==> src/hw/rtl/scaq_pkg.sv <==
// ----------------------------------------------------------------------------
// scaq_pkg: shared types and constants
// Action codes, command beat layout and back-end states for the selector
// channel queue arbiter.
// ----------------------------------------------------------------------------
`timescale 1ns / 1ps

package scaq_pkg;

    localparam int ACTION_W    = 2;
    localparam int CH_SEL_W    = 2;
    localparam int REQ_W       = 4;
    localparam int BYTE_W      = 8;
    localparam int QUEUE_DEPTH = 2;
    localparam int QPTR_W      = 1;

    localparam logic [CH_SEL_W-1:0] CHAN_MAP_MASK = 2'h3;

    localparam logic EV_START     = 1'b0;
    localparam logic EV_INTERRUPT = 1'b1;

    typedef enum logic [ACTION_W-1:0] {
        ACT_REQUEST   = 2'd0,
        ACT_FREE      = 2'd1,
        ACT_INTERRUPT = 2'd2
    } action_t;

    typedef enum logic [1:0] {
        OP_REQUEST,
        OP_FREE,
        OP_INTERRUPT
    } cmd_op_t;

    typedef struct packed {
        cmd_op_t             op;
        logic [CH_SEL_W-1:0] ch;
        logic [REQ_W-1:0]    who;
        logic [BYTE_W-1:0]   addr;
        logic [BYTE_W-1:0]   status;
    } cmd_t;

    typedef enum logic {
        BK_EXEC,
        BK_FETCH
    } back_state_t;

endpackage

==> src/hw/rtl/scaq_front.sv <==
// ----------------------------------------------------------------------------
// scaq_front: action decode
// Checks channel and requester ranges, maps interrupts to a channel and
// forwards surviving beats as commands; everything else is absorbed.
// ----------------------------------------------------------------------------
`timescale 1ns / 1ps

module scaq_front #(
    parameter int CHANNELS   = 2,
    parameter int REQUESTERS = 16
) (
    input  logic                         s_valid,
    output logic                         s_ready,
    input  logic [scaq_pkg::ACTION_W-1:0] s_action,
    input  logic                         s_channel,
    input  logic [scaq_pkg::REQ_W-1:0]   s_requester,
    input  logic [scaq_pkg::BYTE_W-1:0]  s_device_address,
    input  logic [scaq_pkg::BYTE_W-1:0]  s_interrupt_status,
    output logic                         push_valid,
    input  logic                         push_ready,
    output scaq_pkg::cmd_t               push_cmd
);
    import scaq_pkg::*;

    logic                keep;
    logic [CH_SEL_W-1:0] map_ch;

    assign map_ch  = s_device_address[CH_SEL_W-1:0] & CHAN_MAP_MASK;
    assign s_ready = push_ready;

    always_comb begin
        keep            = 1'b0;
        push_cmd.op     = OP_REQUEST;
        push_cmd.ch     = {1'b0, s_channel};
        push_cmd.who    = s_requester;
        push_cmd.addr   = s_device_address;
        push_cmd.status = s_interrupt_status;
        case (action_t'(s_action))
            ACT_REQUEST: begin
                keep = (int'(s_channel) < CHANNELS) && (int'(s_requester) < REQUESTERS);
            end
            ACT_FREE: begin
                push_cmd.op = OP_FREE;
                keep        = int'(s_channel) < CHANNELS;
            end
            ACT_INTERRUPT: begin
                push_cmd.op = OP_INTERRUPT;
                push_cmd.ch = map_ch;
                keep        = int'(map_ch) < CHANNELS;
            end
            default: begin
                keep = 1'b0;
            end
        endcase
    end

    assign push_valid = s_valid && keep;

endmodule

==> src/hw/rtl/scaq_cmd_queue.sv <==
// ----------------------------------------------------------------------------
// scaq_cmd_queue: command queue
// Two-entry queue between decode and execution.
// ----------------------------------------------------------------------------
`timescale 1ns / 1ps

module scaq_cmd_queue (
    input  logic           aclk,
    input  logic           aresetn,
    input  logic           in_valid,
    output logic           in_ready,
    input  scaq_pkg::cmd_t in_cmd,
    output logic           out_valid,
    input  logic           out_ready,
    output scaq_pkg::cmd_t out_cmd
);
    import scaq_pkg::*;

    cmd_t              slot_reg [QUEUE_DEPTH];
    logic [QPTR_W-1:0] wr_ptr_reg, wr_ptr_next;
    logic [QPTR_W-1:0] rd_ptr_reg, rd_ptr_next;
    logic [QPTR_W:0]   count_reg, count_next;
    logic              push, pop;

    assign in_ready  = count_reg != (QPTR_W+1)'(QUEUE_DEPTH);
    assign out_valid = count_reg != '0;
    assign out_cmd   = slot_reg[rd_ptr_reg];
    assign push      = in_valid && in_ready;
    assign pop       = out_valid && out_ready;

    always_comb begin
        wr_ptr_next = wr_ptr_reg;
        rd_ptr_next = rd_ptr_reg;
        count_next  = count_reg;
        if (push) begin
            wr_ptr_next = (wr_ptr_reg == QPTR_W'(QUEUE_DEPTH-1)) ? '0
                                                                 : wr_ptr_reg + QPTR_W'(1);
        end
        if (pop) begin
            rd_ptr_next = (rd_ptr_reg == QPTR_W'(QUEUE_DEPTH-1)) ? '0
                                                                 : rd_ptr_reg + QPTR_W'(1);
        end
        if (push && !pop) begin
            count_next = count_reg + (QPTR_W+1)'(1);
        end else if (pop && !push) begin
            count_next = count_reg - (QPTR_W+1)'(1);
        end
    end

    always_ff @(posedge aclk) begin
        if (!aresetn) begin
            wr_ptr_reg <= '0;
            rd_ptr_reg <= '0;
            count_reg  <= '0;
        end else begin
            wr_ptr_reg <= wr_ptr_next;
            rd_ptr_reg <= rd_ptr_next;
            count_reg  <= count_next;
        end
    end

    always_ff @(posedge aclk) begin
        if (push) begin
            slot_reg[wr_ptr_reg] <= in_cmd;
        end
    end

endmodule

==> src/hw/rtl/scaq_back.sv <==
// ----------------------------------------------------------------------------
// scaq_back: queue execution
// Holds per-channel pointers, counts, membership and owner, the slot
// memory and the output register; runs one command at a time.
// ----------------------------------------------------------------------------
`timescale 1ns / 1ps

module scaq_back #(
    parameter int CHANNELS   = 2,
    parameter int REQUESTERS = 16
) (
    input  logic                        aclk,
    input  logic                        aresetn,
    input  logic                        cmd_valid,
    output logic                        cmd_ready,
    input  scaq_pkg::cmd_t              cmd,
    output logic                        m_valid,
    input  logic                        m_ready,
    output logic                        m_event_kind,
    output logic [scaq_pkg::REQ_W-1:0]  m_target,
    output logic [scaq_pkg::BYTE_W-1:0] m_event_address,
    output logic [scaq_pkg::BYTE_W-1:0] m_event_status
);
    import scaq_pkg::*;

    localparam int CW        = (CHANNELS > 1) ? $clog2(CHANNELS) : 1;
    localparam int RW        = $clog2(REQUESTERS);
    localparam int CNW       = $clog2(REQUESTERS + 1);
    localparam int MEM_DEPTH = CHANNELS * REQUESTERS;
    localparam int AW        = $clog2(MEM_DEPTH);

    logic [REQ_W-1:0]      slot_mem [MEM_DEPTH];
    logic [REQ_W-1:0]      rdata_reg;
    logic                  mem_we, mem_re;
    logic [AW-1:0]         mem_waddr, mem_raddr;

    logic [RW-1:0]         head_reg   [CHANNELS];
    logic [RW-1:0]         head_next  [CHANNELS];
    logic [RW-1:0]         tail_reg   [CHANNELS];
    logic [RW-1:0]         tail_next  [CHANNELS];
    logic [CNW-1:0]        count_reg  [CHANNELS];
    logic [CNW-1:0]        count_next [CHANNELS];
    logic [REQUESTERS-1:0] member_reg [CHANNELS];
    logic [REQUESTERS-1:0] member_next[CHANNELS];
    logic [REQ_W-1:0]      owner_reg  [CHANNELS];
    logic [REQ_W-1:0]      owner_next [CHANNELS];

    back_state_t           state_reg, state_next;
    logic [CW-1:0]         fetch_ch_reg, fetch_ch_next;
    logic                  out_valid_reg, out_valid_next;
    logic                  out_kind_reg, out_kind_next;
    logic [REQ_W-1:0]      out_target_reg, out_target_next;
    logic [BYTE_W-1:0]     out_addr_reg, out_addr_next;
    logic [BYTE_W-1:0]     out_status_reg, out_status_next;

    logic                  out_free;
    logic                  take;

    function automatic logic [RW-1:0] ptr_inc(input logic [RW-1:0] p);
        return (p == RW'(REQUESTERS - 1)) ? '0 : p + RW'(1);
    endfunction

    function automatic logic [AW-1:0] slot_addr(input logic [CW-1:0] c, input logic [RW-1:0] p);
        return AW'(c) * AW'(REQUESTERS) + AW'(p);
    endfunction

    assign out_free  = !out_valid_reg || m_ready;
    assign cmd_ready = (state_reg == BK_EXEC) && out_free;
    assign take      = cmd_valid && cmd_ready;

    assign m_valid         = out_valid_reg;
    assign m_event_kind    = out_kind_reg;
    assign m_target        = out_target_reg;
    assign m_event_address = out_addr_reg;
    assign m_event_status  = out_status_reg;

    always_comb begin
        logic [CW-1:0] ci;
        logic [RW-1:0] wi;
        logic [RW-1:0] h_nx;
        ci              = CW'(cmd.ch);
        wi              = RW'(cmd.who);
        h_nx            = ptr_inc(head_reg[ci]);
        head_next       = head_reg;
        tail_next       = tail_reg;
        count_next      = count_reg;
        member_next     = member_reg;
        owner_next      = owner_reg;
        state_next      = state_reg;
        fetch_ch_next   = fetch_ch_reg;
        out_valid_next  = out_valid_reg && !m_ready;
        out_kind_next   = out_kind_reg;
        out_target_next = out_target_reg;
        out_addr_next   = out_addr_reg;
        out_status_next = out_status_reg;
        mem_we          = 1'b0;
        mem_waddr       = slot_addr(ci, tail_reg[ci]);
        mem_re          = 1'b0;
        mem_raddr       = slot_addr(ci, h_nx);
        case (state_reg)
            BK_EXEC: begin
                if (take) begin
                    case (cmd.op)
                        OP_REQUEST: begin
                            if (!member_reg[ci][wi]) begin
                                mem_we              = 1'b1;
                                tail_next[ci]       = ptr_inc(tail_reg[ci]);
                                count_next[ci]      = count_reg[ci] + CNW'(1);
                                member_next[ci][wi] = 1'b1;
                                if (count_reg[ci] == '0) begin
                                    owner_next[ci]  = cmd.who;
                                    out_valid_next  = 1'b1;
                                    out_kind_next   = EV_START;
                                    out_target_next = cmd.who;
                                    out_addr_next   = '0;
                                    out_status_next = '0;
                                end
                            end
                        end
                        OP_FREE: begin
                            if (count_reg[ci] != '0) begin
                                member_next[ci][RW'(owner_reg[ci])] = 1'b0;
                                head_next[ci]  = h_nx;
                                count_next[ci] = count_reg[ci] - CNW'(1);
                                if (count_reg[ci] != CNW'(1)) begin
                                    mem_re        = 1'b1;
                                    fetch_ch_next = ci;
                                    state_next    = BK_FETCH;
                                end
                            end
                        end
                        OP_INTERRUPT: begin
                            if (count_reg[ci] != '0) begin
                                out_valid_next  = 1'b1;
                                out_kind_next   = EV_INTERRUPT;
                                out_target_next = owner_reg[ci];
                                out_addr_next   = cmd.addr;
                                out_status_next = cmd.status;
                            end
                        end
                        default: begin
                        end
                    endcase
                end
            end
            BK_FETCH: begin
                owner_next[fetch_ch_reg] = rdata_reg;
                out_valid_next           = 1'b1;
                out_kind_next            = EV_START;
                out_target_next          = rdata_reg;
                out_addr_next            = '0;
                out_status_next          = '0;
                state_next               = BK_EXEC;
            end
            default: begin
                state_next = BK_EXEC;
            end
        endcase
    end

    always_ff @(posedge aclk) begin
        if (!aresetn) begin
            for (int i = 0; i < CHANNELS; i++) begin
                head_reg[i]   <= '0;
                tail_reg[i]   <= '0;
                count_reg[i]  <= '0;
                member_reg[i] <= '0;
            end
            state_reg     <= BK_EXEC;
            out_valid_reg <= 1'b0;
        end else begin
            head_reg      <= head_next;
            tail_reg      <= tail_next;
            count_reg     <= count_next;
            member_reg    <= member_next;
            state_reg     <= state_next;
            out_valid_reg <= out_valid_next;
        end
    end

    always_ff @(posedge aclk) begin
        owner_reg      <= owner_next;
        fetch_ch_reg   <= fetch_ch_next;
        out_kind_reg   <= out_kind_next;
        out_target_reg <= out_target_next;
        out_addr_reg   <= out_addr_next;
        out_status_reg <= out_status_next;
    end

    always_ff @(posedge aclk) begin
        if (mem_we) begin
            slot_mem[mem_waddr] <= cmd.who;
        end
        if (mem_re) begin
            rdata_reg <= slot_mem[mem_raddr];
        end
    end

endmodule

==> src/hw/rtl/selector_channel_queue_arbiter.sv <==
// ----------------------------------------------------------------------------
// selector_channel_queue_arbiter: per-channel FIFO arbiter
// Input channel s_*: one action beat (request, free, interrupt) per
// handshake. Result channel m_*: start or interrupt-delivery events, zero
// or one per action. Beats that cause no event are absorbed silently.
// Decode feeds a two-entry command queue; the back end executes one command
// per cycle unless m_ready stalls or a slot fetch holds it, against
// per-channel head/tail pointers, counts, membership bits, registered owners.
// Path: a request or interrupt event passes the command queue and the
// output register to m_*; a free that hands the channel to a waiting
// requester also passes the registered read of the slot memory.
// Throughput: one beat per cycle while m_* does not stall, except a free
// with a successor, which holds the back end in its fetch state.
// Reset: all queues empty, no owners, output register empty; the slot
// memory needs no clearing.
// A stall on m_ready holds the event in the output register; the command
// queue keeps accepting until it fills, then s_ready drops.
// ----------------------------------------------------------------------------
`timescale 1ns / 1ps

module selector_channel_queue_arbiter #(
    parameter int CHANNELS   = 2,
    parameter int REQUESTERS = 16
) (
    input  logic                          aclk,
    input  logic                          aresetn,
    input  logic                          s_valid,
    output logic                          s_ready,
    input  logic [scaq_pkg::ACTION_W-1:0] s_action,
    input  logic                          s_channel,
    input  logic [scaq_pkg::REQ_W-1:0]    s_requester,
    input  logic [scaq_pkg::BYTE_W-1:0]   s_device_address,
    input  logic [scaq_pkg::BYTE_W-1:0]   s_interrupt_status,
    output logic                          m_valid,
    input  logic                          m_ready,
    output logic                          m_event_kind,
    output logic [scaq_pkg::REQ_W-1:0]    m_target,
    output logic [scaq_pkg::BYTE_W-1:0]   m_event_address,
    output logic [scaq_pkg::BYTE_W-1:0]   m_event_status
);
    import scaq_pkg::*;

    logic push_valid, push_ready;
    cmd_t push_cmd;
    logic pop_valid, pop_ready;
    cmd_t pop_cmd;

    scaq_front #(
        .CHANNELS  (CHANNELS),
        .REQUESTERS(REQUESTERS)
    ) u_front (
        .s_valid           (s_valid),
        .s_ready           (s_ready),
        .s_action          (s_action),
        .s_channel         (s_channel),
        .s_requester       (s_requester),
        .s_device_address  (s_device_address),
        .s_interrupt_status(s_interrupt_status),
        .push_valid        (push_valid),
        .push_ready        (push_ready),
        .push_cmd          (push_cmd)
    );

    scaq_cmd_queue u_queue (
        .aclk     (aclk),
        .aresetn  (aresetn),
        .in_valid (push_valid),
        .in_ready (push_ready),
        .in_cmd   (push_cmd),
        .out_valid(pop_valid),
        .out_ready(pop_ready),
        .out_cmd  (pop_cmd)
    );

    scaq_back #(
        .CHANNELS  (CHANNELS),
        .REQUESTERS(REQUESTERS)
    ) u_back (
        .aclk           (aclk),
        .aresetn        (aresetn),
        .cmd_valid      (pop_valid),
        .cmd_ready      (pop_ready),
        .cmd            (pop_cmd),
        .m_valid        (m_valid),
        .m_ready        (m_ready),
        .m_event_kind   (m_event_kind),
        .m_target       (m_target),
        .m_event_address(m_event_address),
        .m_event_status (m_event_status)
    );

endmodule
==> config.mk <==
export PLATFORM = sky130hd
export DESIGN_NAME = selector_channel_queue_arbiter
export DESIGN_NICKNAME = d
export VERILOG_FILES = /design/src/hw/rtl/scaq_pkg.sv /design/src/hw/rtl/scaq_front.sv /design/src/hw/rtl/scaq_cmd_queue.sv /design/src/hw/rtl/scaq_back.sv /design/src/hw/rtl/selector_channel_queue_arbiter.sv
export SDC_FILE = /design/constraint.sdc
export NUM_CORES = 1
export LEC_CHECK = 0
export BUFFER_PORTS_ARGS = -buffer_cell sky130_fd_sc_hd__buf_2
export CAP_MARGIN = 20
export CORE_ASPECT_RATIO = 1.4
export CORE_UTILIZATION = 50
export CTS_BUF_LIST = sky130_fd_sc_hd__clkbuf_8 sky130_fd_sc_hd__clkbuf_16
export DETAILED_ROUTE_END_ITERATION = 16
export GPL_ROUTABILITY_DRIVEN = 0
export GPL_TIMING_DRIVEN = 0
export MAX_ROUTING_LAYER = met4
export PLACE_DENSITY = 0.68
export SLEW_MARGIN = 0
export SYNTH_ARGS = -nofsm -noshare
export SYNTH_HDL_FRONTEND = slang
export SYNTH_SLANG_ARGS = --single-unit
==> constraint.sdc <==
create_clock -name aclk -period 10.78 [get_ports aclk]
set_input_delay 2.156 -clock aclk [delete_from_list [all_inputs] [get_ports aclk]]
set_output_delay 2.156 -clock aclk [all_outputs]
set_load 0.02 [all_outputs]
==> results.py <==
metrics = {
    "die": {
        "die_area_sq_um": 24200,
        "core_area_sq_um": 23200,
        "die_w_um": 132,
        "start_util_pct": 50.8,
        "die_h_um": 184,
        "ios": 50,
        "rows": 66,
    },
    "timing": {
        "tightest_slew_ns": 1.03,
        "setup_ws_ns": 6.30,
        "max_freq_ghz": 0.223,
        "finalSetupViolations": 0,
        "layout_min_cycle_time_ns": 4.48,
        "fin_crit_sh_pct": 41.5,
        "final-max-slew-violation-count": 0,
        "max_slew_margin_pct": 29.2,
        "tns_ns": 0,
        "finalHoldViolCount": 0,
        "rsz0062_at_grt": "false",
        "clock_skew_ns": 0.0161,
    },
    "place": {
        "dp_slack_ns": 5.78,
        "placed_cells": 1352,
        "hpwl_um": 19900,
        "io_buffer_count": 49,
    },
    "clock_tree": {
        "path_clk_slew_ns": 0.07,
        "clkLatencyLatePin_ns": 0.54,
        "cts_hold_buf": 0,
        "post_cts_buffers": 0,
        "cts_buffer_depth": 3,
        "cts_resized": 0,
        "cts_root_buffer": "clkbuf_16",
        "cts_tree": "done",
        "numCtsBuffers": 26,
        "htree_levels": 1,
        "cts_sinks": 273,
    },
    "grt": {
        "overflow": 0,
        "grt_pass1_vias": 8192,
        "grt_pass1_wl_um": 44300,
        "grt_max_degree": 42,
        "grt_use_total_pct": 24.5,
        "antenna_found_initial": 0,
    },
    "logic_synthesis": {
        "ys_seq_area_share_pct": 64.1,
        "synth_seq_cells": 273,
        "ys_async_sr_fraction_pct": 0,
        "synth_edf_count": 208,
        "synth_flop_cell": "edfxtp_1",
        "synth_cell_types": 64,
        "syn_nets": 1027,
        "yosys.area.top_type": "edfxtp_1",
        "netlist_instances": 991,
        "syn_area_sq_um": 11800,
        "netlist_top_cells_area": "edfxtp_1, dfxtp_1, mux2i_1, nand2_1, nor2_1",
        "syn_avg_cell_area_sq_um": 11.9,
        "yosysTopAreaCellShare_pct": 53.0,
        "ys_warn_count": 0,
    },
    "critical_path": {
        "r2r_setup_slack_ns": 6.30,
        "critPathMaxStageDelay_ns": 0.54,
        "crit_buf_inv": 4,
        "arrival_ns": 4.72,
        "worstSetupPathType": "reg -> reg",
        "slowest_stage": "mux2i_4",
        "crit_fanout": 10,
        "reg2reg_to": "u_back.rdata_reg[3]$_DFFE_PP_",
        "rr_worst_depth": 12,
        "path_cells": "buf_6 > mux2i_4 > buf_2 > mux2_2 > ha_1 > xnor2_1 > and2_1 > clkbuf_1 > clkbuf_1 > nand3_1 > a31oi_1 > nand3_1",
        "cp-end-kind": "flop",
        "crit_path_start_kind": "flop",
        "worst-endpoint-required_ns": 11.03,
        "critical-path-top-delay-family": "buffers and inverters",
    },
    "job": {
        "drv_cap": 0,
    },
    "finish": {
        "largest_reg_flops": 128,
        "n_antenna_cell": 0,
        "fin_cells": 1400,
        "fin_nets": 1110,
        "drive_above_1_share_pct": 13.9,
        "ff_latch_area_sq_um": 7550,
        "area_growth_pct": 14.1,
        "filler_cell_count": 1877,
        "final_common_cell": "edfxtp_1",
        "final_cell_mix": "edfxtp_1, nand2_1, nor2_1, buf_2, mux2i_1",
        "multi_input_area_sq_um": 3960,
    },
    "drt": {
        "avgViaCountPerCell": 5.89,
        "drc_errors": 1,
        "wire_per_inst_um": 20.4,
        "drt_iter0_drc": 825,
        "via_count": 8252,
        "drt_wl_total_um": 28500,
        "firstDrtPassIters": 11,
        "ant_nets": 0,
    },
    "worst_hold_path": {
        "hp-start": "u_back.tail_reg[5]$_SDFFE_PN0P_",
        "hold_end": "u_back.tail_reg[5]$_SDFFE_PN0P_",
        "hold_path_class": "reg -> reg",
        "hold_depth": 2,
    },
    "status": {
        "status": "finished with violations",
        "violations": "DRC",
    },
    "power": {
        "irDropWorstVdd_mv": 0.202,
        "p_comb_share_pct": 26.7,
        "p_seq_share_pct": 42.6,
        "p_total_w": 0.00311,
        "p_int_w": 0.00209,
        "switching_share_pct": 32.6,
        "clkPwrFrac_pct": 30.7,
        "p_sw_w": 0.00101,
        "p_leak_nw": 4.62,
        "power_per_cell_area_nw_per_um2": 231,
    },
}
## through the flow
stage / util [%] / instance area, sq um / hold slack [ns]
after floorplan: - / 11800 / 0.436
after global placement: 53.5 / 12400 / 0.441
after detailed placement: 54.0 / 12500 / 0.452
after CTS: 57.9 / 13400 / 0.458
after global routing: 57.9 / 13400 / 0.481
final: 57.9 / 13400 / 0.457
## worst max path at each step
stage | start | endpoint | slack, ns | cells after the start
6_report | flop | u_back.rdata_reg[3]$_DFFE_PP_ | 6.30 | 12
3_3_place_gp | u_queue.slot_reg[0][16]$_DFFE_PP_ | u_back.m_event_status[3]$_SDFFCE_PP0P_ | 5.30 | 11
4_1_cts | m_ready | u_back.slot_mem[24][0]$_DFFE_PP_ | 6.33 | 10
3_5_place_dp | m_ready | u_back.slot_mem[24][1]$_DFFE_PP_ | 5.78 | 10
2_1_floorplan | m_ready | u_back.m_event_address[0]$_SDFFCE_PP0P_ | 6.32 | 4
5_1_grt | flop | u_back.rdata_reg[3]$_DFFE_PP_ | 6.06 | 12
## cell usage after synthesis (4+ instances only)
library cell / number
ha_1: 9
dfxtp_1: 65
a211oi_1: 15
xnor2_1: 10
or2_2: 4
a32oi_1: 5
inv_1: 17
clkbuf_1: 23
nor2_1: 122
o21ai_0: 30
o221ai_1: 5
nand2_1: 130
nand3_1: 53
a311oi_1: 14
and4_1: 4
a221oi_1: 4
nand2b_1: 8
a31oi_1: 8
buf_2: 20
and2_1: 6
a41oi_1: 5
a32o_1: 5
edfxtp_1: 208
a21oi_1: 49
and3_1: 4
nor3_1: 13
nand4_1: 10
a22oi_1: 11
or3_1: 4
mux2i_1: 66
nor2b_1: 10
mux2_2: 10
## metal layers
metal | vias to the layer above | global-route usage [%] | part of all wire [%]
met5 | - | - | 0
met4 | 0 | 12.7 | 4.9
met3 | 93 | 2.73 | 5.4
met2 | 362 | 44.1 | 52
met1 | 3936 | 26.8 | 37
li1 | 3861 | - | -
## power groups by stage
stage | clock, W | combinational [W] | sequential (W)
3_3_place_gp | 0 | 0.000769 | 0.00135
4_1_cts | 0.000961 | 0.000823 | 0.00132
2_1_floorplan | 0 | 0.000497 | 0.00137
3_5_place_dp | 0 | 0.000818 | 0.00134
6_report | 0.000952 | 0.000830 | 0.00132
5_1_grt | 0.00101 | 0.000897 | 0.00133
## worst register-to-register path: stages (launching register included)
cell and delay, ns:
dfxtp_1 0.36, buf_6 0.16, mux2i_4 0.54, buf_2 0.36, mux2_2 0.39, ha_1 0.26
xnor2_1 0.50, and2_1 0.20, clkbuf_1 0.34, clkbuf_1 0.43, nand3_1 0.16, a31oi_1 0.31
nand3_1 0.18
## cell families after synthesis
logic type	synth area share, %
multiplexers	7.14
AO/OA/AOI/OAI	10.1
buffers and inverters	2.54
flip-flops	64.1
adder cells (fa/ha/maj)	0.956
XOR/XNOR	0.966
AND/OR/NAND/NOR	14.2
## layout make-up
cell class,count,share of cell area (%)
Multi-Input combinational cell,651,29.4
Timing Repair Buffer,55,2.62
Inverter,19,0.549
Sequential cell,273,56.1
Tap cell,306,2.85
Clock buffer,30,5.42
Buffer,48,1.68
Clock inverter,18,1.31
Note: power is estimated with default switching activity, not from simulation.
